`src/hdl/cle_pkg.sv`:
```
// Shared constants for the canonical line editor: status codes, register indexes, characters.
package cle_pkg;

	// Result status codes
	localparam logic [2:0] ST_APPENDED = 3'd0;
	localparam logic [2:0] ST_DROPPED  = 3'd1;
	localparam logic [2:0] ST_ERASED   = 3'd2;
	localparam logic [2:0] ST_NOTHING  = 3'd3;
	localparam logic [2:0] ST_CLEARED  = 3'd4;

	// Input operation codes
	localparam logic OP_KEY   = 1'b0;
	localparam logic OP_CLEAR = 1'b1;

	// Configuration register indexes
	localparam logic [2:0] REG_CANON     = 3'd0;
	localparam logic [2:0] REG_ECHO      = 3'd1;
	localparam logic [2:0] REG_ERASE     = 3'd2;
	localparam logic [2:0] REG_WERASE    = 3'd3;
	localparam logic [2:0] REG_KILL      = 3'd4;
	localparam logic [2:0] REG_LINE_END  = 3'd5;
	localparam logic [2:0] REG_FILE_END  = 3'd6;

	// Fixed characters
	localparam logic [7:0] CH_SPACE   = 8'h20;
	localparam logic [7:0] CH_TAB     = 8'h09;
	localparam logic [7:0] CH_NEWLINE = 8'h0A;
	localparam logic [7:0] CH_DEL     = 8'h7F;
	localparam logic [7:0] CH_CTRL_HI = 8'h1F;

	// Edit kinds held while popping
	localparam logic [1:0] MODE_ERASE = 2'd0;
	localparam logic [1:0] MODE_WORD  = 2'd1;
	localparam logic [1:0] MODE_KILL  = 2'd2;

endpackage

```
`src/hdl/cle_ram.sv`:
```
// Generic single-write, single-read RAM with registered read data.
module cle_ram #(
	parameter int WIDTH = 8,
	parameter int DEPTH = 64
) (
	input  logic                     clk,
	input  logic                     we,
	input  logic [$clog2(DEPTH)-1:0] waddr,
	input  logic [WIDTH-1:0]         wdata,
	input  logic                     re,
	input  logic [$clog2(DEPTH)-1:0] raddr,
	output logic [WIDTH-1:0]         rdata
);

	logic [WIDTH-1:0] mem_q [DEPTH];
	logic [WIDTH-1:0] rdata_q;

	// Write port
	always_ff @(posedge clk) begin
		if (we) begin
			mem_q[waddr] <= wdata;
		end
	end

	// Registered read port
	always_ff @(posedge clk) begin
		if (re) begin
			rdata_q <= mem_q[raddr];
		end
	end

	assign rdata = rdata_q;

endmodule

```
`src/hdl/canonical_line_editor.sv`:
```
// Canonical line editor: line stack in RAM, popped one byte per step by a small sequencer.
// Append, drop, clear and an edit that removes nothing: one result beat; the next input beat
// is taken only after that result beat has gone out, so an output stall holds it off.
// Each erased byte passes through a RAM read, an evaluate step and an output beat; a kill that
// empties a full line keeps the block busy until its last beat is out. Not ready meanwhile.
// Reset (arst_n low) empties the line and loads the default control characters.
module canonical_line_editor #(
	parameter int LINE_DEPTH = 64
) (
	input  logic        clk,
	input  logic        arst_n,
	// config write port
	input  logic        cfg_we,
	input  logic [2:0]  cfg_index,
	input  logic [7:0]  cfg_data,
	// input stream
	input  logic        s_tvalid,
	output logic        s_tready,
	input  logic [7:0]  s_tdata,   // [7:0] key_byte
	input  logic        s_tuser,   // [0] operation
	// output stream
	output logic        m_tvalid,
	input  logic        m_tready,
	output logic [23:0] m_tdata,   // [7:0] erased_byte, [9:8] backspaces,
	                               // [16:10] line_length, [23:17] zero
	output logic [2:0]  m_tuser,   // [2:0] status
	output logic        m_tlast
);

	localparam int AW = $clog2(LINE_DEPTH);
	localparam int FW = $clog2(LINE_DEPTH + 1);

	// Sequencer states
	localparam logic [2:0] S_IDLE = 3'd0;
	localparam logic [2:0] S_READ = 3'd1;
	localparam logic [2:0] S_EVAL = 3'd2;
	localparam logic [2:0] S_FIN  = 3'd3;
	localparam logic [2:0] S_OUT  = 3'd4;

	// Configuration registers
	logic       canon_q, echo_q;
	logic [7:0] erase_q, werase_q, kill_q, line_end_q, file_end_q;

	// Control state
	logic [2:0]    state_q, ret_q;
	logic [FW-1:0] fill_q;
	logic [1:0]    mode_q;
	logic          word_phase_q;  // 0 skipping blanks, 1 removing the word
	logic          have_pend_q;

	// Pending erased byte, held until the following decision sets its last flag
	logic [7:0]    pend_byte_q;
	logic [1:0]    pend_bs_q;
	logic [FW-1:0] pend_len_q;

	// Output register
	logic          ovalid_q;
	logic [2:0]    ostatus_q;
	logic [7:0]    obyte_q;
	logic [1:0]    obs_q;
	logic [FW-1:0] olen_q;
	logic          olast_q;

	// Input unpack
	logic       in_op;
	logic [7:0] in_key;
	assign in_op  = s_tuser;
	assign in_key = s_tdata;

	logic in_beat, out_beat;
	assign s_tready = (state_q == S_IDLE);
	assign in_beat  = s_tvalid && s_tready;
	assign out_beat = m_tvalid && m_tready;

	// Key classification
	logic is_erase, is_werase, is_kill, is_edit, full;
	assign is_erase  = (in_key == erase_q);
	assign is_werase = (in_key == werase_q);
	assign is_kill   = (in_key == kill_q);
	assign is_edit   = canon_q && (is_erase || is_werase || is_kill);
	assign full      = (fill_q >= FW'(LINE_DEPTH));

	// Line RAM
	logic          ram_we, ram_re;
	logic [FW-1:0] fill_dec;
	logic [7:0]    top_byte;
	assign fill_dec = fill_q - 1'b1;
	assign ram_we   = in_beat && (in_op == cle_pkg::OP_KEY) && !is_edit && !full;
	assign ram_re   = (state_q == S_READ);

	cle_ram #(
		.WIDTH (8),
		.DEPTH (LINE_DEPTH)
	) u_line_ram (
		.clk   (clk),
		.we    (ram_we),
		.waddr (fill_q[AW-1:0]),
		.wdata (in_key),
		.re    (ram_re),
		.raddr (fill_dec[AW-1:0]),
		.rdata (top_byte)
	);

	// Evaluate the top byte against the current edit rule
	logic       top_prot, top_blank, top_ctrl, do_pop, next_phase;
	logic [1:0] top_bs;
	always_comb begin
		top_prot  = (top_byte == cle_pkg::CH_NEWLINE) || (top_byte == line_end_q)
		            || (top_byte == file_end_q);
		top_blank = (top_byte == cle_pkg::CH_SPACE) || (top_byte == cle_pkg::CH_TAB);
		top_ctrl  = (top_byte <= cle_pkg::CH_CTRL_HI) || (top_byte == cle_pkg::CH_DEL);
		top_bs    = echo_q ? (top_ctrl ? 2'd2 : 2'd1) : 2'd0;
		next_phase = word_phase_q;
		case (mode_q)
			cle_pkg::MODE_ERASE: do_pop = !top_prot;
			cle_pkg::MODE_WORD: begin
				do_pop     = !top_prot && (top_blank ? !word_phase_q : 1'b1);
				next_phase = !(!word_phase_q && top_blank);
			end
			cle_pkg::MODE_KILL: do_pop = !top_prot;
			default: do_pop = 1'b0;
		endcase
	end

	// Where to go after a pop
	logic [2:0] after_pop;
	assign after_pop = ((mode_q == cle_pkg::MODE_ERASE) || (fill_dec == '0)) ? S_FIN : S_READ;

	// Configuration writes
	always_ff @(posedge clk or negedge arst_n) begin
		if (!arst_n) begin
			canon_q    <= 1'b1;
			echo_q     <= 1'b1;
			erase_q    <= 8'd127;
			werase_q   <= 8'd23;
			kill_q     <= 8'd21;
			line_end_q <= 8'd0;
			file_end_q <= 8'd4;
		end else if (cfg_we) begin
			case (cfg_index)
				cle_pkg::REG_CANON:    canon_q    <= cfg_data[0];
				cle_pkg::REG_ECHO:     echo_q     <= cfg_data[0];
				cle_pkg::REG_ERASE:    erase_q    <= cfg_data;
				cle_pkg::REG_WERASE:   werase_q   <= cfg_data;
				cle_pkg::REG_KILL:     kill_q     <= cfg_data;
				cle_pkg::REG_LINE_END: line_end_q <= cfg_data;
				cle_pkg::REG_FILE_END: file_end_q <= cfg_data;
				default: ;
			endcase
		end
	end

	// Sequencer and control state
	always_ff @(posedge clk or negedge arst_n) begin
		if (!arst_n) begin
			state_q      <= S_IDLE;
			ret_q        <= S_IDLE;
			fill_q       <= '0;
			mode_q       <= cle_pkg::MODE_ERASE;
			word_phase_q <= 1'b0;
			have_pend_q  <= 1'b0;
			ovalid_q     <= 1'b0;
		end else begin
			case (state_q)
				S_IDLE: begin
					if (in_beat) begin
						if (in_op == cle_pkg::OP_CLEAR) begin
							fill_q   <= '0;
							ovalid_q <= 1'b1;
							state_q  <= S_OUT;
							ret_q    <= S_IDLE;
						end else if (is_edit) begin
							mode_q       <= is_erase ? cle_pkg::MODE_ERASE :
							                is_werase ? cle_pkg::MODE_WORD : cle_pkg::MODE_KILL;
							word_phase_q <= 1'b0;
							have_pend_q  <= 1'b0;
							state_q      <= (fill_q == '0) ? S_FIN : S_READ;
						end else begin
							if (!full) begin
								fill_q <= fill_q + 1'b1;
							end
							ovalid_q <= 1'b1;
							state_q  <= S_OUT;
							ret_q    <= S_IDLE;
						end
					end
				end
				S_READ: state_q <= S_EVAL;
				S_EVAL: begin
					word_phase_q <= next_phase;
					if (do_pop) begin
						fill_q      <= fill_dec;
						have_pend_q <= 1'b1;
						if (have_pend_q) begin
							ovalid_q <= 1'b1;
							state_q  <= S_OUT;
							ret_q    <= after_pop;
						end else begin
							state_q <= after_pop;
						end
					end else begin
						state_q <= S_FIN;
					end
				end
				S_FIN: begin
					ovalid_q <= 1'b1;
					state_q  <= S_OUT;
					ret_q    <= S_IDLE;
				end
				S_OUT: begin
					if (out_beat) begin
						ovalid_q <= 1'b0;
						state_q  <= ret_q;
					end
				end
				default: state_q <= S_IDLE;
			endcase
		end
	end

	// Result payload and pending byte
	always_ff @(posedge clk) begin
		case (state_q)
			S_IDLE: begin
				if (in_beat) begin
					obyte_q <= '0;
					obs_q   <= '0;
					olast_q <= 1'b1;
					if (in_op == cle_pkg::OP_CLEAR) begin
						ostatus_q <= cle_pkg::ST_CLEARED;
						olen_q    <= '0;
					end else if (full) begin
						ostatus_q <= cle_pkg::ST_DROPPED;
						olen_q    <= fill_q;
					end else begin
						ostatus_q <= cle_pkg::ST_APPENDED;
						olen_q    <= fill_q + 1'b1;
					end
				end
			end
			S_EVAL: begin
				if (do_pop) begin
					ostatus_q   <= cle_pkg::ST_ERASED;
					obyte_q     <= pend_byte_q;
					obs_q       <= pend_bs_q;
					olen_q      <= pend_len_q;
					olast_q     <= 1'b0;
					pend_byte_q <= top_byte;
					pend_bs_q   <= top_bs;
					pend_len_q  <= fill_dec;
				end
			end
			S_FIN: begin
				olast_q <= 1'b1;
				if (have_pend_q) begin
					ostatus_q <= cle_pkg::ST_ERASED;
					obyte_q   <= pend_byte_q;
					obs_q     <= pend_bs_q;
					olen_q    <= pend_len_q;
				end else begin
					ostatus_q <= cle_pkg::ST_NOTHING;
					obyte_q   <= '0;
					obs_q     <= '0;
					olen_q    <= fill_q;
				end
			end
			default: ;
		endcase
	end

	// Output pack
	assign m_tvalid = ovalid_q;
	assign m_tdata  = {7'd0, 7'(olen_q), obs_q, obyte_q};
	assign m_tuser  = ostatus_q;
	assign m_tlast  = olast_q;

endmodule

```
`config.mk`:
```
export PLATFORM = sky130hd
export DESIGN_NAME = canonical_line_editor
export DESIGN_NICKNAME = d
export VERILOG_FILES = /design/src/hdl/cle_pkg.sv /design/src/hdl/cle_ram.sv /design/src/hdl/canonical_line_editor.sv
export SDC_FILE = /design/constraint.sdc
export NUM_CORES = 1
export LEC_CHECK = 0
export BUFFER_PORTS_ARGS = -buffer_cell sky130_fd_sc_hd__buf_2
export CAP_MARGIN = 20
export CORE_UTILIZATION = 46
export DETAILED_ROUTE_END_ITERATION = 7
export SLEW_MARGIN = 0
export SYNTH_ARGS = -nofsm -noshare
export SYNTH_HDL_FRONTEND = slang
export SYNTH_SLANG_ARGS = --single-unit
```
`constraint.sdc`:
```
create_clock -name clk -period 4.5 [get_ports clk]
set_clock_uncertainty 0.15 [all_clocks]
set_input_delay 0.225 -clock clk [delete_from_list [all_inputs] [get_ports clk]]
set_output_delay 0.225 -clock clk [all_outputs]
set_load 0.02 [all_outputs]
```
==> key figures <==
Status
  • Status: complete, no violations

Critical path
  • Critical path arrival: between 3000 and 4000 ps
  • WS Path Type: flop to flop
  • CP required: 4690 ps
  • Crit. End Element: flop
  • Max FO, Critical Path: 57
  • CP Launch Type: flop

STA
  • FMAX: approximately 270 MHz
  • Final Max Slew Viols: 0
  • RSZ-0062 raised after global routing: no
  • Final hold vios: 0
  • Tcrit/Tclk final: 0.837
  • Slew Limit Headroom: 0.395
  • Minimum clock period: around 3800 ps
  • Final setup TNS: 0 ps
  • Worst slew pin tran: about 900 ps
  • Final setup viols: 0
  • Worst hold slack: about 26 ps

Pwr
  • Switch share: 0.331
  • Psw: between 5000 and 6000 uW
  • Worst vdd ir: around 820 uV
  • Int Pwr: ~12000 uW
  • Pwr/cell area: about 630 nW/um^2
  • Seq pwr share: 0.383
  • P_leak: approximately 0.0094 uW
  • Clock share of power: 0.295
  • Logic pwr share: 0.322
  • Tot Pwr: around 18000 uW

Clocking
  • CTS Buffer Depth: 3
  • H-Tree Depth: 2
  • TritonCTS Sinks: 617
  • CTS tree: done
  • Clock insertion delay at the later pin of the skew report: 650 ps
  • Clk pin slew, worst setup/hold paths: roughly 60 ps
  • Root cell of the clock tree: clkbuf_16
  • Post-CTS resize count: 0
  • CTS Buf Count: 61

Route
  • Total Wirelength: about 58000 um
  • DR DRC count: 0
  • Drt via density: a little under 6
  • Number of DRC markers in iteration 0: 1515
  • Wire length per cell: 25.8 um
  • Vias: 13192
  • Antenna viol nets, final: 0
  • Pre-antenna DRT Iters: 5

Synthesis
  • Post-Synthesis Cells: about 1400
  • Number of synthesized flops with an enable pin: approximately 560
  • Yosys warning count: 0
  • Distinct cells, synth: 61
  • Synthesized area: between 20000 and 30000 um^2
  • Combinational family with the most area after synthesis: multiplexers
  • Compound-Gate Fraction of Synth Area: 0.0259
  • Syn_area_per_cell: 17.6 um^2
  • Fraction of registers with async set/reset: 0.0956
  • Mux cell area share after synthesis: 0.139
  • Synth Area in Adders: 0.00150
  • Synth Register Bits: slightly above 600
  • Seq/Total Area, Yosys: 0.727
  • Post-synthesis simple-gate area fraction: 0.0695
  • Post-synthesis xor/xnor area fraction: 0.0174
  • Top FF cell, synth: edfxtp_1

GRT
  • First-pass GRT wire length: 87900 um
  • Initial antenna violation count: 0
  • GRT Overall Usage: 0.214
  • GR Overflow Total: 0
  • Largest net degree at the start of global routing: 85
  • Vias in the first global route: roughly 13000

Placement
  • Port buffer count: 47
  • Placement Cell Area: roughly 26000 um^2
  • RePlAce Congestion: around 0.8
  • Post-DP HPWL: about 36000 um

Final layout
  • Final Cell Area: approximately 28000 um^2
  • FF/Latch Area: around 18000 um^2
  • Multi-input gate area: between 6000 and 7000 um^2
  • Nets@finish: roughly 1500
  • Filler cell count: approximately 4300
  • Layout cells sized above 1: 0.240
  • N_diodes: 0
  • Syn-to-layout area delta: 13.3%

Hold path
  • Worst Hold Class: input port to flop

Floorplan
  • Row cnt: 85
  • Area of the die: 55500 um^2
  • Initial Util: 0.466
  • Die Y: 236 um
  • Core Box Area: about 54000 um^2
  • Io pins: between 50 and 60
  • Die width: between 200 and 250 um

Job
  • MaxCap Viol Count: 0
stage by stage:
step                worst slack, ps  std cells  utilization
finish                          732       2256        0.527
global route                    589       2256        0.527
CTS                             786       2255        0.527
detailed placement              792       2119        0.485
global placement                806       2118        0.484
floorplan                       766       1433            -
what timing repair did:
item / in CTS / in global routing
hold buffers: 21 / 0
hold endpoints to repair: 130 / 0
buffers inserted: 0 / 0
endpoints found under the setup margin: 0 / 0
worst paths after layout:
| kind | from | endpoint | slack [ps] | cells past startpoint |
|---|---|---|---|---|
| min in group asynchronous | arst_n | m_tvalid$_DFFE_PN0P_ | 130 | 3 |
| max reg2reg | fill_q[1]$_DFFE_PN0P_ | u_line_ram.rdata[0]$_DFFE_PP_ | 730 | 9 |
| min reg2reg | ret_q[0]$_DFFE_PN0P_ | ret_q[0]$_DFFE_PN0P_ | 360 | 1 |
| max | fill_q[1]$_DFFE_PN0P_ | u_line_ram.rdata[0]$_DFFE_PP_ | 730 | 9 |
| min | cfg_we | canon_q$_DFFE_PN1P_ | 30 | 4 |
| max in group asynchronous | arst_n | fill_q[0]$_DFFE_PN0P_ | 3450 | 3 |
area by class of cell:
class | instances | area share
Tap cell | 696 | 0.0306
Sequential cell | 617 | 0.642
Multi-Input combinational cell | 711 | 0.226
Timing Repair Buffer | 101 | 0.0266
Clock inverter | 39 | 0.0157
Inverter | 16 | 0.00211
Clock buffer | 76 | 0.0571
logic make-up (layout without fill, tap and decap cells):
logic type / after synthesis / after routing
xor gates and xnor gates: 50 / 50
DFF: 617 / 617
and+or+nand+nor: 377 / 377
other: 1 / 7
AOI/OAI and AO/OA: 91 / 91
adders and majority gates: 3 / 3
muxes: 183 / 183
buffers and inverters: 105 / 232
Yosys cell counts (all sizes together), types with 3 or more instances:
library cell    n  area, um^2
a21oi          19        95.1
a311oi         24         210
a31oi          10        62.6
and2            4        27.5
and3           27         169
buf            57         304
clkbuf         32         120
dfrtp          42        1050
dfstp          17         447
edfxtp        558       16800
ha              3        37.5
inv            16        60.1
mux2           46         518
mux2i           9        90.1
mux4          128        2880
nand2         147         552
nand2b          6        37.5
nand3          38         190
nand3b          6        45.0
nand4          14        87.6
nand4b          4        35.0
nor2           94         355
nor2b           7        43.8
nor3           10        60.1
nor3b           5        42.5
nor4            9        62.6
o21ai          11        55.1
o22a            3        26.3
o22ai           4        25.0
or3             6        37.5
xnor2          22         193
xor2           28         245
power by group through the flow:
stage / clock network, uW / registers [uW] / logic [uW]
2_1_floorplan: 0 / 6840 / 3960
3_3_place_gp: 0 / 6930 / 5680
3_5_place_dp: 0 / 6930 / 5730
4_1_cts: 5330 / 6810 / 5770
5_1_grt: 5540 / 6840 / 6160
6_report: 5250 / 6820 / 5740
critical path, stage by stage, from the launching register on:
cell      delay, ps
dfrtp_1         530
inv_1           230
ha_4            620
buf_12          370
mux4_2          360
nand2_1          80
and3_1          190
a311oi_1         90
a311oi_1        720
a21oi_1          90
routing by layer:
layer	vias to the layer above	global-route usage	part of all wire
li1	5759	-	-
met1	6876	0.310	0.44
met2	469	0.337	0.47
met3	88	0.0326	0.065
met4	0	0.0654	0.025
met5	-	0	0
cells in the final DEF, fill, tap and decap left out, drive strengths merged, types with 7 or more instances in the layout:
cell	count
nand4	14
inv	18
o21ai	11
dlygate4sd3	21
xnor2	22
buf	80
edfxtp	558
nand2	147
nor3	10
xor2	28
bufinv	9
nand3	38
clkbuf	76
clkinv	23
mux4	128
nor4	9
mux2	46
nor2	94
a311oi	24
a21oi	19
dfrtp	42
nor2b	7
mux2i	9
a31oi	10
and3	27
conb	7
dfstp	17
sequential cells by signal (all words and copies together), names as in the netlist, 2 cells and up:
name and flops:
m_tuser 3, line_end_q 8, u_line_ram.mem_q 512, pend_len_q 7, kill_q 8, erase_q 8, pend_byte_q 8, werase_q 8
obyte_q 8, mode_q 2, pend_bs_q 2, fill_q 7, u_line_ram.rdata 8, olen_q 7, ret_q 2, file_end_q 8
state_q 3, obs_q 2
(Power assumes the default switching activity.)
